## config.mk

```make
export PLATFORM = sky130hd
export DESIGN_NAME = escaped_node_tree_stream_parser
export DESIGN_NICKNAME = d
export VERILOG_FILES = /design/src/entsp_pkg.sv /design/src/entsp_ram.sv /design/src/escaped_node_tree_stream_parser.sv
export SDC_FILE = /design/constraint.sdc
export NUM_CORES = 1
export LEC_CHECK = 0
export BUFFER_PORTS_ARGS = -buffer_cell sky130_fd_sc_hd__buf_4
export CAP_MARGIN = 5
export CORE_AREA = 10 10 189 174
export CTS_CLUSTER_DIAMETER = 30
export CTS_CLUSTER_SIZE = 20
export DETAILED_ROUTE_END_ITERATION = 10
export DIE_AREA = 0 0 199 184
export RECOVER_POWER = 25
export SLEW_MARGIN = 10
export SYNTH_ARGS = -nofsm -noshare
export SYNTH_HDL_FRONTEND = slang
export SYNTH_SLANG_ARGS = --single-unit
```

## constraint.sdc

```tcl
create_clock -name clk -period 4.1 [get_ports clk]
set_clock_uncertainty 0.15 [all_clocks]
set_input_delay 0.82 -clock clk [delete_from_list [all_inputs] [get_ports clk]]
set_output_delay 0.82 -clock clk [all_outputs]
set_load 0.005 [all_outputs]
```

## src/entsp_pkg.sv

```systemverilog
`timescale 1ns / 1ps

package entsp_pkg;

  // Default stack depth of the parser
  localparam int unsigned DEF_MAX_DEPTH = 16;

  // Event kinds
  localparam logic [1:0] EV_NONE  = 2'd0;
  localparam logic [1:0] EV_DATA  = 2'd1;
  localparam logic [1:0] EV_START = 2'd2;
  localparam logic [1:0] EV_END   = 2'd3;

  // Error codes
  localparam logic [2:0] ERR_OK        = 3'd0;
  localparam logic [2:0] ERR_ESC_END   = 3'd1;
  localparam logic [2:0] ERR_UNMATCHED = 3'd2;
  localparam logic [2:0] ERR_UNCLOSED  = 3'd3;
  localparam logic [2:0] ERR_OVERFLOW  = 3'd4;

  // Configuration register indexes
  localparam logic [1:0] CFG_START_MARKER  = 2'd0;
  localparam logic [1:0] CFG_END_MARKER    = 2'd1;
  localparam logic [1:0] CFG_ESCAPE_MARKER = 2'd2;

  // Configuration reset values
  localparam logic [7:0] RST_START_MARKER  = 8'd254;
  localparam logic [7:0] RST_END_MARKER    = 8'd255;
  localparam logic [7:0] RST_ESCAPE_MARKER = 8'd253;

  typedef struct packed {
    logic [7:0] raw_byte;
    logic       stream_last;
  } in_item_t;

  typedef struct packed {
    logic [1:0] event_kind;
    logic [7:0] data_value;
    logic [7:0] node_kind;
    logic [4:0] nest_level;
    logic [2:0] error_code;
  } out_item_t;

endpackage

```

## src/entsp_ram.sv

```systemverilog
`timescale 1ns / 1ps

module entsp_ram #(
  parameter int unsigned WIDTH = 8,
  parameter int unsigned DEPTH = 16,
  parameter int unsigned AW    = (DEPTH > 1) ? $clog2(DEPTH) : 1
) (
  input  logic             clk,
  input  logic             wr_en,
  input  logic [AW-1:0]    wr_addr,
  input  logic [WIDTH-1:0] wr_data,
  input  logic [AW-1:0]    rd_addr,
  output logic [WIDTH-1:0] rd_data
);

  logic [WIDTH-1:0] mem [DEPTH];
  logic [WIDTH-1:0] rd_data_r;

  always_ff @(posedge clk) begin
    if (wr_en) begin
      mem[wr_addr] <= wr_data;
    end
    rd_data_r <= mem[rd_addr];
  end

  assign rd_data = rd_data_r;

endmodule

```

## src/escaped_node_tree_stream_parser.sv

```systemverilog
`timescale 1ns / 1ps

// Channel | Dir | Handshake              | Payload
// --------+-----+------------------------+-----------------------------------
// in_     | in  | in_valid / in_stall    | in_item_t  (raw_byte, stream_last)
// out_    | out | out_valid / out_stall  | out_item_t (event, data, node, ...)
// cfg_    | in  | cfg_valid / cfg_ready  | cfg_index (2b), cfg_data (8b)
//
// One byte is accepted per cycle while in_stall is low, and its result is registered in
// the output register; a pop does not wait on a RAM read since the top of stack is held
// in a register and the entry below it is prefetched from the stack RAM.
// Synchronous reset clears phase, open count and both output slots and restores the
// markers; the stack RAM is not cleared. A stalled result holds in the output
// register, a second one parks in a skid register, and in_stall is high while it is full.

module escaped_node_tree_stream_parser
  import entsp_pkg::*;
#(
  parameter int unsigned MAX_DEPTH = DEF_MAX_DEPTH
) (
  input  logic      clk,
  input  logic      rst_n,
  input  logic      in_valid,
  output logic      in_stall,
  input  in_item_t  in_data,
  output logic      out_valid,
  input  logic      out_stall,
  output out_item_t out_data,
  input  logic      cfg_valid,
  output logic      cfg_ready,
  input  logic [1:0] cfg_index,
  input  logic [7:0] cfg_data
);

  localparam int unsigned CW = $clog2(MAX_DEPTH + 1);
  localparam int unsigned AW = (MAX_DEPTH > 1) ? $clog2(MAX_DEPTH) : 1;
  localparam logic [CW-1:0] CNT_MAX = CW'(MAX_DEPTH);

  // Parse phase codes; the unused code behaves as normal
  localparam logic [1:0] PH_NORMAL  = 2'd0;
  localparam logic [1:0] PH_ESCAPED = 2'd1;
  localparam logic [1:0] PH_TYPE    = 2'd2;

  logic [7:0]    start_mk_r, end_mk_r, esc_mk_r;
  logic [1:0]    phase_r, phase_nxt;
  logic [CW-1:0] cnt_r, cnt_nxt, cnt_evt;
  logic [7:0]    top_r, top_nxt;
  logic [7:0]    below_top;

  logic          out_valid_r, skid_valid_r;
  out_item_t     out_r, skid_r;

  logic          in_acc;
  logic          emit;
  out_item_t     res;
  logic          wr_en;

  assign cfg_ready = 1'b1;
  assign in_stall  = skid_valid_r;
  assign in_acc    = in_valid && !in_stall;
  assign out_valid = out_valid_r;
  assign out_data  = out_r;

  // Marker registers
  always_ff @(posedge clk) begin
    if (!rst_n) begin
      start_mk_r <= RST_START_MARKER;
      end_mk_r   <= RST_END_MARKER;
      esc_mk_r   <= RST_ESCAPE_MARKER;
    end else if (cfg_valid && cfg_ready) begin
      unique case (cfg_index)
        CFG_START_MARKER:  start_mk_r <= cfg_data;
        CFG_END_MARKER:    end_mk_r   <= cfg_data;
        CFG_ESCAPE_MARKER: esc_mk_r   <= cfg_data;
        default: ;  // writes past the register list are dropped
      endcase
    end
  end

  // Decode one byte. cnt_evt is the count reported with the event; cnt_nxt
  // additionally applies the stream-end reset.
  always_comb begin
    phase_nxt = phase_r;
    cnt_evt   = cnt_r;
    top_nxt   = top_r;
    wr_en     = 1'b0;
    emit      = 1'b0;
    res       = '0;
    if (in_acc) begin
      unique case (phase_r)
        PH_ESCAPED: begin
          phase_nxt      = PH_NORMAL;
          res.event_kind = EV_DATA;
          res.data_value = in_data.raw_byte;
          emit           = 1'b1;
        end
        PH_TYPE: begin
          phase_nxt     = PH_NORMAL;
          res.node_kind = in_data.raw_byte;
          emit          = 1'b1;
          if (cnt_r < CNT_MAX) begin
            // Push: the new byte becomes the top, and is also stored in RAM
            wr_en          = 1'b1;
            top_nxt        = in_data.raw_byte;
            cnt_evt        = cnt_r + CW'(1);
            res.event_kind = EV_START;
          end else begin
            // Drop the node; its end marker will close the enclosing node
            res.error_code = ERR_OVERFLOW;
          end
        end
        default: begin
          phase_nxt = PH_NORMAL;
          if (in_data.raw_byte == esc_mk_r) begin
            phase_nxt = PH_ESCAPED;
            if (in_data.stream_last) begin
              res.error_code = ERR_ESC_END;
              emit           = 1'b1;
            end
          end else if (in_data.raw_byte == start_mk_r) begin
            phase_nxt = PH_TYPE;
            if (in_data.stream_last) begin
              res.error_code = ERR_UNCLOSED;
              emit           = 1'b1;
            end
          end else if (in_data.raw_byte == end_mk_r) begin
            emit = 1'b1;
            if (cnt_r == '0) begin
              res.error_code = ERR_UNMATCHED;
            end else begin
              // Pop: the prefetched entry below the top becomes the new top
              cnt_evt        = cnt_r - CW'(1);
              res.event_kind = EV_END;
              res.node_kind  = top_r;
              top_nxt        = below_top;
            end
          end else begin
            res.event_kind = EV_DATA;
            res.data_value = in_data.raw_byte;
            emit           = 1'b1;
          end
        end
      endcase
      if (in_data.stream_last && res.error_code == ERR_OK && cnt_evt != '0) begin
        res.error_code = ERR_UNCLOSED;
        emit           = 1'b1;
      end
      res.nest_level = 5'(cnt_evt);
    end
    cnt_nxt = cnt_evt;
    if (in_acc && in_data.stream_last) begin
      phase_nxt = PH_NORMAL;
      cnt_nxt   = '0;
    end
  end

  always_ff @(posedge clk) begin
    if (!rst_n) begin
      phase_r <= PH_NORMAL;
      cnt_r   <= '0;
    end else begin
      phase_r <= phase_nxt;
      cnt_r   <= cnt_nxt;
    end
    top_r <= top_nxt;
  end

  // Stack storage: entry k holds the type of the node at depth k+1. The read
  // port always fetches the entry below the next top, so a pop in the very
  // next cycle finds it registered.
  logic [CW-1:0] rd_ptr;
  assign rd_ptr = cnt_nxt - CW'(2);

  entsp_ram #(
    .WIDTH (8),
    .DEPTH (MAX_DEPTH),
    .AW    (AW)
  ) u_stack (
    .clk     (clk),
    .wr_en   (wr_en),
    .wr_addr (cnt_r[AW-1:0]),
    .wr_data (in_data.raw_byte),
    .rd_addr (rd_ptr[AW-1:0]),
    .rd_data (below_top)
  );

  // Output register and skid register
  always_ff @(posedge clk) begin
    if (!rst_n) begin
      out_valid_r  <= 1'b0;
      skid_valid_r <= 1'b0;
    end else if (!out_valid_r || !out_stall) begin
      if (skid_valid_r) begin
        // Advance the parked result; no byte is accepted while it is parked
        out_valid_r  <= 1'b1;
        skid_valid_r <= 1'b0;
      end else begin
        out_valid_r <= emit;
      end
    end else if (emit) begin
      skid_valid_r <= 1'b1;
    end
  end

  always_ff @(posedge clk) begin
    if (!out_valid_r || !out_stall) begin
      out_r <= skid_valid_r ? skid_r : res;
    end else if (emit) begin
      skid_r <= res;
    end
  end

`ifndef SYNTHESIS
  a_skid_behind_out: assert property (@(posedge clk) disable iff (!rst_n)
    skid_valid_r |-> out_valid_r)
    else $error("skid register holds a result while the output slot is empty");

  a_count_bound: assert property (@(posedge clk) disable iff (!rst_n)
    cnt_r <= CNT_MAX)
    else $error("open node count above stack depth");

  a_stream_end_clears: assert property (@(posedge clk) disable iff (!rst_n)
    in_acc && in_data.stream_last |=> cnt_r == '0 && phase_r == PH_NORMAL)
    else $error("parser state not cleared after final byte");

  a_start_error: assert property (@(posedge clk) disable iff (!rst_n)
    out_valid_r && out_r.event_kind == EV_START |->
      out_r.error_code == ERR_OK || out_r.error_code == ERR_UNCLOSED)
    else $error("node start transaction carries an impossible error");
`endif

endmodule
```

==> key figures <==
Status
  • Outcome: completed

Cells and area
  • Commonest cells after routing, fill and taps aside: edfxtp_1 (188), nand2_1 (178), buf_4 (73), nor2_1 (56), a21oi_1 (52)
  • Nets: 939
  • # diodes: 0
  • Number of non-filler instances in the completed layout: 1306
  • FF/Latch Area: 6470 sq um
  • Commonest non-fill, non-tap cell in the layout: edfxtp_1
  • Share of cells above drive strength 1: 19.0%
  • P&R area growth vs syn: 23.7%
  • Fillers: 2658
  • Multi-input combinational cell area: 3130 sq um

Yosys
  • Primary FF master, synth: edfxtp_1
  • Synth top area share: 56.6%
  • Post-Syn Area: 9970 sq um
  • Mean Syn Cell Area: 12.1 sq um
  • Netlist cell types: 68
  • Sequential area share after synthesis: 64.9%
  • Top cell type by total area after synthesis: edfxtp_1
  • Async S/R FF share, synth: 0%
  • Post-synth EDFFs: 188
  • Syn Inst Count: 826
  • Synth top area cells: edfxtp_1 (57%), dfxtp_1 (8.2%), nand2_1 (6.7%)
  • Syn_nets: 858
  • Yosys reg bits: 229
  • YS warnings: 0

Clock tree
  • # H-tree levels: 2
  • Num CTS Buffers: 42
  • CTS Hold Bufs: 0
  • CTS tree: done
  • Sinks on the clock net: 229
  • Clock root buffer: clkbuf_16
  • Reg clk slew, reported paths: 0.05 ns
  • Bufs on Longest Clock Path: 3
  • Clock Latency Late Sink: 0.53 ns
  • Post-CTS setup buffer count: 0
  • Post-CTS resize count: 0

Worst hold path
  • Hold path start: esc_mk_r[1]$_SDFFE_PN0P_
  • Worst hold path type: reg -> reg

Place
  • DP Wirelength: 15.0 mm
  • PortBufs: 51
  • Inst Count DP: 1229
  • Routability cong.: 0.885

Die
  • Row Count: 59
  • Die ar.: 36600 sq um
  • Die Height: 184 microns
  • Core ar.: 28600 sq um
  • DIE WIDTH: 199 microns
  • Starting density of the core: 34.8%
  • I/O pin total: 53

STA
  • Slew Limit Fails: 0
  • Count of final setup violators: 0
  • Tmin final: 3.51 ns
  • Measured slew at the worst slew-check pin: 0.996 ns
  • Fin. Hold Viols: 0
  • Setup TNS: 0 ns
  • F_max: 0.285 GHz
  • Tcrit/Tclk final: 85.6%
  • Unrepaired setup endpoints after global routing: no
  • Slew Limit Headroom: 33.4%

Worst setup path
  • Setup crit start: in_data[3]
  • CP Data Required Time: 4.34 ns
  • CP dominant cell by count: mux2i_1
  • Worst Path Arrival: 3.75 ns
  • Slowest cell delay on critical path: 0.45 ns
  • Critical path class: in -> reg
  • Max stage delay cell, worst path: clkbuf_1
  • RR Startpoint: phase_r[0]$_SDFFE_PP0P_
  • Bufs and invs on worst path: 2
  • Max FO, Critical Path: 16
  • CP startpoint kind: primary input
  • Cell family with most CP delay: simple AND/OR/NAND/NOR gates
  • CP Cell Sequence: clkbuf_1 > xor2_1 > nor4_2 > and2_1 > nor2_4 > a31oi_1 > o22a_1 > nor3_1 > a21oi_1 > ha_1 > xnor2_4 > buf_12 > mux2i_1 > mux2i_1
  • Worst Setup End Kind: register

Pwr
  • Clock share of power: 57.4%
  • LEAKAGE: 0.00474 uW
  • Internal: 5180 uW
  • Logic pwr share: 2.9%
  • P_sw: 1290 uW
  • PwrDens: 524 nW/um^2
  • Sw Share: 19.9%
  • Seq pwr share: 39.7%
  • Maximum VDD drop: 0.000274 V

GRT
  • Largest net degree at the start of global routing: 65
  • GRT Util Overall: 12.9%
  • Vias in the first global route: 6521
  • Gr ovfl total: 0
  • Initial antenna violation count: 0
  • First-pass GRT wire length: 37.4 mm

Route
  • DR DRC count: 0
  • Vias per inst: 5.16
  • Vias: 6742
  • Drt initial violations: 484
  • Average wire per standard cell: 18.1 microns
  • WL final: 23.6 mm
  • Post-route ant nets: 0
  • DR pass1 iterations: 5

Job
  • Max Cap Viol: 0
-- path summary, 6_finish.rpt --
| path | endpoint | slack, ns | depth (start not counted) |
|---|---|---|---|
| worst min-delay path | esc_mk_r[1]$_SDFFE_PN0P_ | 0.32 | 2 |
| worst max register to register | u_stack.rd_data[1]$_DFF_P_ | 0.61 | 12 |
| worst max-delay path | u_stack.rd_data[3]$_DFF_P_ | 0.59 | 14 |
| worst min register to register | esc_mk_r[1]$_SDFFE_PN0P_ | 0.32 | 2 |
-- stage by stage --
| stage | power [uW] | hold WS, ns | worst slack [ns] | utilization, % | instance area, sq um |
|---|---|---|---|---|---|
| 2_1_floorplan | 2700 | 0.298 | 0.569 | - | 9970 |
| 3_3_place_gp | 2800 | 0.309 | 0.287 | 37.7 | 10800 |
| 3_5_place_dp | 2810 | 0.310 | 0.125 | 37.7 | 10800 |
| 4_1_cts | 6520 | 0.317 | 0.673 | 43.1 | 12400 |
| 5_1_grt | 6650 | 0.338 | 0.280 | 43.1 | 12300 |
| 6_report | 6460 | 0.317 | 0.590 | 43.1 | 12300 |
-- flip-flops by register name, summed over array words and instances, names as in the netlist, 8 cells and up --
name / count
u_stack.mem: 128
esc_mk_r: 8
top_r: 8
end_mk_r: 8
start_mk_r: 8
skid_r: 26
u_stack.rd_data: 8
out_data: 26
-- synth_stat cells, drive strengths merged (8+ instances only) --
cell    count
dfxtp      41
mux2i      26
edfxtp    188
ha          8
xnor2       9
nand2     179
clkbuf     20
a32oi      34
inv        16
nor3        8
nor2       58
o21ai      19
xor2       16
a21o       27
nand3      27
a21oi      52
and2       11
buf        25
-- layer usage --
metal  vias up  routed length [microns]  share of wire (%)  track usage [%]
met3        41                     1330                5.6             2.58
met2       219                    11200                 48             20.8
met5         -                        0                  0                0
li1       3178                        -                  -                -
met4         0                      475                2.0             4.06
met1      3304                    10600                 45             17.0
-- layout make-up --
type	count	area share (%)
inverter	17	0.517
tap	366	3.71
multi-input combinational	533	25.4
clock inverter	28	3.38
sequential	229	52.4
clock buffer	49	9.15
timing repair buffer	84	5.44
-- kinds of logic after synthesis --
group           after synthesis  share of synthesized area (%)
mux                          26                           2.61
simple gates                319                           14.6
flops                       229                           64.9
fa+ha+maj                     8                           1.00
buf+inv                      64                           3.80
other cells                   1                         0.0376
compound gates              154                           10.7
xor+xnor                     25                           2.38
-- worst reg2reg max path: stages (launching register included) --
cell      delay, ns
dfxtp_1        0.35
inv_1          0.06
ha_1           0.64
clkinv_1       0.46
a21oi_1        0.22
o21ai_0        0.08
a31o_2         0.25
o311ai_4       0.08
buf_12         0.32
nand2_1        0.13
a32oi_1        0.40
mux2i_1        0.15
mux2i_1        0.13
-- power groups by stage --
stage | logic [uW] | registers, uW | clock network (uW)
floorplan | 85.4 | 2610 | 0
global placement | 192 | 2610 | 0
detailed placement | 194 | 2610 | 0
CTS | 195 | 2570 | 3760
global route | 209 | 2570 | 3870
finish | 188 | 2570 | 3710
Note: power is estimated with default switching activity, not from simulation.
